==> src/sv/effect_slot_playback_scheduler_defines.svh <==
// Assertion macros used by the effect slot scheduler top level.
// No dependencies; included by files that carry concurrent checks.
`ifndef EFFECT_SLOT_PLAYBACK_SCHEDULER_DEFINES_SVH
`define EFFECT_SLOT_PLAYBACK_SCHEDULER_DEFINES_SVH

// Same-cycle implication, disabled during reset
`define ESPSCH_ASSERT_IMP(lbl, ck, rn, ante, cons, msg) \
    lbl: assert property (@(posedge ck) disable iff (!rn) (ante) |-> (cons)) \
        else $error(msg);

// Next-cycle implication, disabled during reset
`define ESPSCH_ASSERT_NXT(lbl, ck, rn, ante, cons, msg) \
    lbl: assert property (@(posedge ck) disable iff (!rn) (ante) |=> (cons)) \
        else $error(msg);

`endif

==> src/sv/espsch_pkg.sv <==
// Types and constants of the effect slot scheduler.
// No dependencies; imported by the cell, converter and top level.
`timescale 1ns / 1ps

package espsch_pkg;

    typedef enum logic [2:0] {
        CMD_UPLOAD = 3'd0,
        CMD_PLAY   = 3'd1,
        CMD_ERASE  = 3'd2,
        CMD_FLUSH  = 3'd3,
        CMD_TICK   = 3'd4
    } cmd_t;

    typedef enum logic [2:0] {
        STS_OK      = 3'd0,
        STS_INVALID = 3'd1,
        STS_DENIED  = 3'd2,
        STS_BUSY    = 3'd3,
        STS_NOSPACE = 3'd4,
        STS_NOSYS   = 3'd5
    } status_t;

    typedef enum logic [1:0] {
        FSM_IDLE,
        FSM_RUN,
        FSM_SETTLE
    } fsm_t;

    // APB register byte addresses
    localparam logic [2:0] ADDR_TPS    = 3'd0;
    localparam logic [2:0] ADDR_PERIOD = 3'd4;

    localparam logic [13:0] TPS_RESET    = 14'd1000;
    localparam logic [9:0]  PERIOD_RESET = 10'd50;
    localparam logic [7:0]  FORCE_ON     = 8'h60;

    // floor(2^32 / 1000); error stays below one unit for 30-bit products
    localparam logic [22:0] RECIP_1000 = 23'd4294967;
    localparam logic [9:0]  MS_PER_S   = 10'd1000;

    // Settle count; covers the 3-stage converter plus the sum stage in each
    // cell with margin
    localparam int unsigned SETTLE_CYCLES = 6;

    // Word that walks down the cell chain
    typedef struct packed {
        logic        valid;
        cmd_t        cmd;
        logic [2:0]  slot;
        logic        alloc_new;
        logic [21:0] owner;
        logic        kind;
        logic [15:0] delay;
        logic [15:0] length;
        logic [31:0] value;
        status_t     status;
        logic [2:0]  id;
        logic        done;
        logic        any;
    } op_t;

endpackage

==> src/sv/espsch_conv.sv <==
// Milliseconds to time counter units: ms * tps / 1000, three register stages.
// Depends on espsch_pkg for the reciprocal constant.
`timescale 1ns / 1ps

module espsch_conv
    import espsch_pkg::*;
(
    input  logic        clk,
    input  logic [15:0] ms,
    input  logic [13:0] tps,
    output logic [20:0] units
);

    logic [29:0] prod_reg;
    logic [20:0] quot_reg;
    logic [20:0] units_reg;
    logic [52:0] recip_prod;
    logic [29:0] back_prod;
    logic [29:0] rem;

    // Reciprocal estimate is exact or one low; one compare fixes it
    assign recip_prod = 53'(prod_reg) * 53'(RECIP_1000);
    assign back_prod  = 30'(quot_reg) * 30'(MS_PER_S);
    assign rem        = prod_reg - back_prod;

    always_ff @(posedge clk)
    begin
        prod_reg  <= 30'(ms) * 30'(tps);
        quot_reg  <= recip_prod[52:32];
        units_reg <= (rem >= 30'(MS_PER_S)) ? quot_reg + 21'd1 : quot_reg;
    end

    assign units = units_reg;

endmodule

==> src/sv/espsch_cell.sv <==
// One effect slot: entry state plus the stage of the command chain over it.
// Depends on espsch_pkg and espsch_conv.
`timescale 1ns / 1ps

module espsch_cell
    import espsch_pkg::*;
#(
    parameter int IDX = 0
)
(
    input  logic        clk,
    input  logic        rst_n,
    input  logic [13:0] tps,
    input  logic [31:0] now,
    input  op_t         op_in,
    output op_t         op_out
);

    localparam logic [6:0] IDX_W = 7'(IDX);

    logic        used_reg,    used_next;
    logic        started_reg, started_next;
    logic        playing_reg, playing_next;
    logic [21:0] owner_reg,   owner_next;
    logic [15:0] delay_reg,   delay_next;
    logic [15:0] length_reg,  length_next;
    logic [30:0] count_reg,   count_next;
    logic [31:0] start_reg,   start_next;
    logic [21:0] sum_reg;
    op_t         op_reg,      op_next;

    logic [20:0] dly_units;
    logic [20:0] len_units;
    logic        match;
    logic        touch;
    logic [31:0] run_end;
    logic [31:0] dly_end;
    logic        run_over;
    logic        dly_over;

    // Time conversion of delay and length
    espsch_conv u_conv_dly (.clk(clk), .ms(delay_reg),  .tps(tps), .units(dly_units));
    espsch_conv u_conv_len (.clk(clk), .ms(length_reg), .tps(tps), .units(len_units));

    always_ff @(posedge clk)
    begin
        sum_reg <= 22'(dly_units) + 22'(len_units);
    end

    // Ownership and wrapped time compares
    assign match    = ({4'b0, op_in.slot} == IDX_W);
    assign touch    = used_reg && (op_in.owner == 22'd0 || owner_reg == op_in.owner);
    assign run_end  = start_reg + 32'(sum_reg);
    assign dly_end  = start_reg + 32'(dly_units);
    assign run_over = (run_end - now) >> 31 != 32'd0;
    assign dly_over = (dly_end - now) >> 31 != 32'd0;

    // Command applied to this slot
    always_comb
    begin
        used_next    = used_reg;
        started_next = started_reg;
        playing_next = playing_reg;
        owner_next   = owner_reg;
        delay_next   = delay_reg;
        length_next  = length_reg;
        count_next   = count_reg;
        start_next   = start_reg;
        op_next      = op_in;
        if (op_in.valid)
        begin
            case (op_in.cmd)
                CMD_UPLOAD:
                begin
                    if (!op_in.kind)
                    begin
                        if (op_in.alloc_new)
                        begin
                            if (!op_in.done && !used_reg)
                            begin
                                used_next      = 1'b1;
                                owner_next     = op_in.owner;
                                started_next   = 1'b0;
                                playing_next   = 1'b0;
                                delay_next     = op_in.delay;
                                length_next    = op_in.length;
                                op_next.status = STS_OK;
                                op_next.id     = IDX_W[2:0];
                                op_next.done   = 1'b1;
                            end
                        end
                        else if (match && touch)
                        begin
                            if ((started_reg || playing_reg) &&
                                (op_in.delay != delay_reg || op_in.length != length_reg))
                            begin
                                op_next.status = STS_NOSYS;
                            end
                            else
                            begin
                                delay_next     = op_in.delay;
                                length_next    = op_in.length;
                                op_next.status = STS_OK;
                                op_next.id     = IDX_W[2:0];
                            end
                        end
                    end
                end
                CMD_PLAY:
                begin
                    if (match && touch)
                    begin
                        if (op_in.value[31])
                        begin
                            op_next.status = STS_INVALID;
                        end
                        else if (op_in.value == 32'd0)
                        begin
                            started_next   = 1'b0;
                            playing_next   = 1'b0;
                            op_next.status = STS_OK;
                        end
                        else if (started_reg || playing_reg)
                        begin
                            op_next.status = STS_BUSY;
                        end
                        else
                        begin
                            count_next     = op_in.value[30:0];
                            start_next     = now;
                            started_next   = (delay_reg != 16'd0);
                            playing_next   = (delay_reg == 16'd0);
                            op_next.status = STS_OK;
                        end
                    end
                end
                CMD_ERASE:
                begin
                    if (match && touch)
                    begin
                        used_next      = 1'b0;
                        started_next   = 1'b0;
                        playing_next   = 1'b0;
                        op_next.status = STS_OK;
                    end
                end
                CMD_FLUSH:
                begin
                    if (used_reg && owner_reg == op_in.owner)
                    begin
                        used_next    = 1'b0;
                        started_next = 1'b0;
                        playing_next = 1'b0;
                    end
                end
                CMD_TICK:
                begin
                    if (playing_reg)
                    begin
                        op_next.any = 1'b1;
                        if (run_over)
                        begin
                            if (count_reg <= 31'd1)
                            begin
                                count_next   = 31'd0;
                                playing_next = 1'b0;
                            end
                            else
                            begin
                                count_next = count_reg - 31'd1;
                                if (length_reg != 16'd0)
                                begin
                                    playing_next = 1'b0;
                                    started_next = 1'b1;
                                end
                                start_next = now;
                            end
                        end
                    end
                    else if (started_reg && dly_over)
                    begin
                        started_next = 1'b0;
                        playing_next = 1'b1;
                    end
                end
                default:
                begin
                end
            endcase
        end
    end

    // Flags and chain stage
    always_ff @(posedge clk or negedge rst_n)
    begin
        if (!rst_n)
        begin
            used_reg    <= 1'b0;
            started_reg <= 1'b0;
            playing_reg <= 1'b0;
            op_reg      <= '0;
        end
        else
        begin
            used_reg    <= used_next;
            started_reg <= started_next;
            playing_reg <= playing_next;
            op_reg      <= op_next;
        end
    end

    // Entry payload
    always_ff @(posedge clk)
    begin
        owner_reg  <= owner_next;
        delay_reg  <= delay_next;
        length_reg <= length_next;
        count_reg  <= count_next;
        start_reg  <= start_next;
    end

    assign op_out = op_reg;

endmodule
==> config.mk <==
export PLATFORM = sky130hd
export DESIGN_NAME = espsch_cell
export DESIGN_NICKNAME = d
export VERILOG_FILES = /design/src/sv/effect_slot_playback_scheduler_defines.svh /design/src/sv/espsch_pkg.sv /design/src/sv/espsch_conv.sv /design/src/sv/espsch_cell.sv
export SDC_FILE = /design/constraint.sdc
export NUM_CORES = 2
export LEC_CHECK = 0
export BUFFER_PORTS_ARGS = -buffer_cell sky130_fd_sc_hd__buf_2
export CELL_PAD_IN_SITES_DETAIL_PLACEMENT = 2
export CELL_PAD_IN_SITES_GLOBAL_PLACEMENT = 2
export CORE_MARGIN = 2
export CORE_UTILIZATION = 46
export DETAILED_ROUTE_END_ITERATION = 8
export PLACE_DENSITY = 0.95
export SYNTH_ARGS = -nofsm -noshare
export SYNTH_HDL_FRONTEND = slang
export SYNTH_SLANG_ARGS = --single-unit
==> constraint.sdc <==
create_clock -name clk -period 19.6 [get_ports clk]
set_clock_uncertainty 0.1 [all_clocks]
set_input_delay 1.96 -clock clk [delete_from_list [all_inputs] [get_ports clk]]
set_output_delay 1.96 -clock clk [all_outputs]
set_load 0.005 [all_outputs]
### Word level (Yosys, flattened, before mapping)

Cells that the tools add are included.

* reductions and logical operators: 29
* bitwise logic cells: 1
* eq/ne operators: 26
* $mul: 6
* magnitude comparators: 3
* muxes and demuxes: 72
* $add $sub $neg: 10

Operator list (count)
* 32-bit two-way mux: 7
* 31-bit two-way mux: 7
* 16-bit two-way mux: 8
* 30-bit by 23-bit multiplier with 53-bit output (second input constant): 2
* 32-bit one-hot mux with 2 select lines: 1
* 32-bit subtractor: 2
* 31-bit one-hot mux with 2 select lines: 1
* 30-bit by 10-bit >= comparator with 1-bit output (second input constant): 2
* 16-bit by 14-bit multiplier with 30-bit output: 2
* 30-bit subtractor: 2
* 21-bit by 7-bit multiplier with 27-bit output (second input constant): 2
* 21-bit by 1-bit adder with 21-bit output (second input constant): 2
* 21-bit two-way mux: 2
* 32-bit by 21-bit adder with 32-bit output: 1
* 32-bit by 22-bit adder with 32-bit output: 1
* 32-bit zero test: 1
* 16-bit != test: 2
* 16-bit nonzero test: 2
* 31-bit by 1-bit <= comparator with 1-bit output (second input constant): 1
* 31-bit by 1-bit subtractor with 31-bit output (second input constant): 1
* 1-bit two-way mux: 29
* 2-bit != test (second input constant): 13
* 21-bit by 21-bit adder with 22-bit output: 1
* 22-bit equality test: 1
* 31 further kinds: 54

* bits of input ports: 151
* output and inout bits: 103
* register bits: 389

### Longest topological paths before layout

* depth after elaboration: 9
* mapped depth: 31

### Modules after synthesis

A second synthesis with hierarchy kept.

* cell total of the unflattened synthesis: 6175
* area, all modules: 60336.6 um2

By module, submodules not included
* espsch_conv at u_conv_dly: area an instance 24048.1 um2, sequential area each 1441.4 um2, cells each 2584, instances 1
* espsch_conv at u_conv_len: area an instance 23999.3 um2, sequential area each 1441.4 um2, cells each 2579, instances 1
* espsch_cell: area an instance 12289.3 um2, sequential area each 6606.3 um2, cells each 1012, instances 1

### Least setup slack after synthesis

OpenSTA, ideal clock, no wires.

* path kind: input -> register
* start point: input tps[2]
* end point: register u_conv_dly.prod_reg[29]
* data required time: 19.428 ns
* setup time: 0.072 ns
* data arrival time: 7.719 ns
* path buffers: 1
* stages on the path: 23
* slack: 11.709 ns
* cells stage by stage: clkbuf_1 -> nand2_1 -> fa_1 -> inv_1 -> fa_1 -> fa_1 -> inv_1 -> fa_1 -> fa_1 -> inv_1 -> fa_1 -> ha_1 -> a21o_1 -> a21o_1 -> a21oi_1 -> nor2_1 -> a311o_1 -> a221o_1 -> a211oi_1 -> o31ai_1 -> o21a_1 -> nor2_1 -> xnor2_1

* word-level cells in the longest chain between the ends: 1

Ends and longest elaborated chain
* start, declared: line espsch_cell.sv:13 `input logic [13:0] tps,`
* 16-bit by 14-bit multiplier with 30-bit output: line espsch_conv.sv:28 `prod_reg <= 30'(ms) * 30'(tps);`
* end signal, assigned: line espsch_conv.sv:28
* end, declared: line espsch_conv.sv:14 `logic [29:0] prod_reg;`

Every way passes these cells.
A chain may end at the register's enable or synchronous reset.

### Final worst setup path

* start point: register u_conv_len.prod_reg[11]
* end point: register u_conv_len.quot_reg[15]

* word-level cells in the longest chain between the ends: 1

Ends and longest elaborated chain
* start, declared: line espsch_conv.sv:14
* start signal, assigned: line espsch_conv.sv:28
* 30-bit by 23-bit multiplier with 53-bit output: line espsch_conv.sv:22 `assign recip_prod = 53'(prod_reg) * 53'(RECIP_1000);`
* named net u_conv_len.recip_prod[47]: line espsch_conv.sv:17 `logic [52:0] recip_prod;`
* end signal, assigned: line espsch_conv.sv:29 `quot_reg <= recip_prod[52:32];`
* end, declared: line espsch_conv.sv:15 `logic [20:0] quot_reg;`

The timed path passes the listed nets, and every way through them passes these cells.

==> results.toml <==
[floorplan]
row_count = 133
dieWidth_microns = 367
die-area_sq_um = 134000
ios = 254
die_h_microns = 367
start_util = 0.462
core_sq_um = 131000

[critical_path]
critical_path.cell_chain = "ha_1 > inv_1 > fa_1 > inv_1 > ha_1 > fa_1 > inv_1 > fa_1 > inv_1 > fa_1 > inv_1 > fa_1 > inv_1 > ha_1 > nand4_1 > nor4_1 > a41oi_1 > o21ai_0 > o2111ai_1 > a21oi_1 > a41oi_1 > a21boi_1 > a221o_1 > xor2_1"
reg2reg_to = "u_conv_len.quot_reg[15]"
reg2reg_slack_ns = 7.74
crit_family = "adder cells"
worst_path_largest_cell_delay_ns = 1.16
slowest_stage = "dfxtp_1"
cp_num_buf_inv = 6
crit_path_start_kind = "flip-flop"
cp_common_cell = "inv_1"
critPathRequiredTime_ns = 20.09
endpoint_kind = "flip-flop"
regToRegStartpoint = "u_conv_len.prod_reg[11]"
worst-path-stages = 24
crit_type = "flip-flop to flip-flop"
arrival_ns = 12.36
crit_path_start = "u_conv_len.prod_reg[11]"
crit_end = "u_conv_len.quot_reg[15]"
reg2regPathDepth = 24
worstPathMaxFanout = 10

[grt]
top_usage_layer = "met2"
grt_max_degree = 63
grt_pass1_vias = 66296
grt-ovfl-total = 0
grt_pass1_wl_microns = 506000
antenna_found_initial = 66
grt_use_met2 = 0.798
use_met1 = 0.497
track_usage = 0.530
met3_usage = 0.281

[synth]
syn_area_per_cell_sq_um = 9.72
syn_inst = 6227
ys_seq_area_frac = 0.157
synth_top_area_frac = 0.304
synth.distinct_cells = 90
synth_area_leader_cell = "fa_1"
synthFlopType = "dfxtp_1"
synth_fp_nets = 8339
ys.warnings.count = 0
synth_seq_cells = 389
synth_area_leaders = "fa_1 30%, ha_1 22%, inv_1 10%"
synth_edf_count = 117
ys_async_sr_fraction = 0.272
synth.cell_area_sq_um = 60500

[clocking]
cts_hold_buf = 0
cts_tree = "built"
root_buffer = "clkbuf_16"
cts_resized = 0
clkTransAtPathRegs_ns = 0.06
clock_latency_ns = 0.78
cts.sinks = 389
cts-buffers-inserted = 52
cts_setup_buffers = 0
ctsLongestPathBuffers = 3
h-tree-depth = 2

[detailed_routing]
via_per_inst = 6.80
routedWlPerCell_microns = 42.5
drcViolationCount = 256
postRouteAntennaNets = 0
vias = 56618
routed_wl_microns = 354000
dr.pass1.iters = 9
drt_iter0_drc = 7647

[layout]
seq_area_sq_um = 9490
multi_input_area_sq_um = 44600
utilization = 0.502
final_nets = 8581
final_design_area_no_fill_sq_um = 65800
layout-drive-gt1-share = 0.0639
largest_register_ffs = 103
fillCellCount = 13606
syn2layout_area_growth_pct = 8.67

[flow_run]
maxCapViolCount = 7

[sta]
slew_headroom = -0.245
report.final.slew_viol_count = 41
finalCritPeriodShare = 0.605
setup_slack_ns = 7.74
max_freq_mhz = 84.3
min_period_ns = 11.86
rsz0062_at_grt = "no"
tightest_slew_ns = 1.86
setup_violations = 0
finalHoldViolCount = 0
tns_ns = 0

[worst_hold_path]
hp-class = "flip-flop to flip-flop"

[place]
finalWeightedCongestion = 0.867
dpl_cell_area_sq_um = 63800
dp_slack_ns = 10.19
io_buffers = 253
hpwl_microns = 224000

[outcome]
outcome = "complete, but fails checks"
violations = "DRC, capacitance limit, slew limit"
==> metal layers <==
metal | share of wire | routed length, microns
met4 | 0.13 | 45400
met3 | 0.12 | 43300
met2 | 0.44 | 156000
met5 | 0.0060 | 2140
met1 | 0.30 | 108000
==> how the worst min path moves through the flow <==
stage / from / endpoint / cells after the start / slack (ns)
CTS: u_conv_dly.units[0] / sum_reg[0] / 1 / 0.44
finish: u_conv_dly.units[0] / sum_reg[0] / 1 / 0.44
detailed placement: u_conv_dly.units[0] / sum_reg[0] / 1 / 0.42
global placement: u_conv_dly.units[0] / sum_reg[0] / 1 / 0.40
global route: u_conv_dly.units[0] / sum_reg[0] / 1 / 0.46
floorplan: u_conv_len.units[0] / sum_reg[0] / 1 / 0.32
==> cells by family after synthesis <==
group / Yosys count / synth area share
mux: 12 / 0.00209
buf+inv: 1726 / 0.107
fa+ha+maj: 1961 / 0.520
compound gates: 721 / 0.0779
flops: 389 / 0.157
xor+xnor: 300 / 0.0434
simple gates: 1118 / 0.0928
==> metrics by stage <==
stage,cells,hold slack (ns)
after global placement,8168,0.404
after global routing,8302,0.458
after floorplan,6227,0.320
after detailed placement,8168,0.422
after CTS,8266,0.436
final,8324,0.436
==> cell type report <==
class                   instances  area share
clock inverters                32     0.00476
diodes                         56     0.00213
repair buffers                281      0.0225
multi-input cells            4112       0.678
well taps                    1755      0.0334
flip-flops and latches        389       0.144
inverters                    1633      0.0932
clock buffers                  66      0.0220
==> Yosys cell counts, types with 6 or more instances <==
cell type / count
nand2b_1: 24
nor3_1: 60
a21boi_0: 9
nor4_1: 47
and3_1: 27
o31a_1: 8
a211o_1: 7
nand2_1: 419
nand3_1: 59
ha_1: 1041
fa_1: 920
o2111ai_1: 11
dfxtp_1: 166
a31oi_1: 24
nor2b_1: 40
xnor2_1: 214
o21ai_0: 128
o211ai_1: 16
o22ai_1: 6
clkbuf_1: 84
o21a_1: 42
inv_1: 1633
mux2i_1: 7
or3_1: 20
or4_1: 6
nor3b_1: 12
and2_1: 191
nor2_1: 122
a2111oi_0: 6
edfxtp_1: 117
dfrtp_1: 106
nand4_1: 50
a21oi_1: 201
or2_2: 15
o21bai_1: 28
a21o_1: 109
xor2_1: 86
a211oi_1: 31
o31ai_1: 25
==> placed cells by master (no fill, tap or decap), types with 117 or more instances in the layout <==
master / n
buf_2: 252
dfxtp_1: 166
xnor2_1: 214
inv_1: 1633
fa_1: 920
ha_1: 1041
nor2_1: 121
edfxtp_1: 117
o21ai_0: 128
a21oi_1: 201
and2_1: 191
nand2_1: 419
==> worst register-to-register path: stages, from the launching register on <==
cell       delay, ns
dfxtp_1         1.16
ha_1            0.79
inv_1           0.60
fa_1            0.84
inv_1           0.16
ha_1            0.35
fa_1            0.46
inv_1           0.51
fa_1            0.76
inv_1           0.21
fa_1            0.46
inv_1           0.31
fa_1            0.82
inv_1           0.15
ha_1            0.39
nand4_1         0.17
nor4_1          0.65
a41oi_1         0.13
o21ai_0         0.22
o2111ai_1       0.23
a21oi_1         0.74
a41oi_1         0.36
a21boi_1        0.42
a221o_1         0.40
xor2_1          0.34
Power is not shown: default switching activity piles up to over one toggle a cycle in this logic, so the estimate is an artifact.
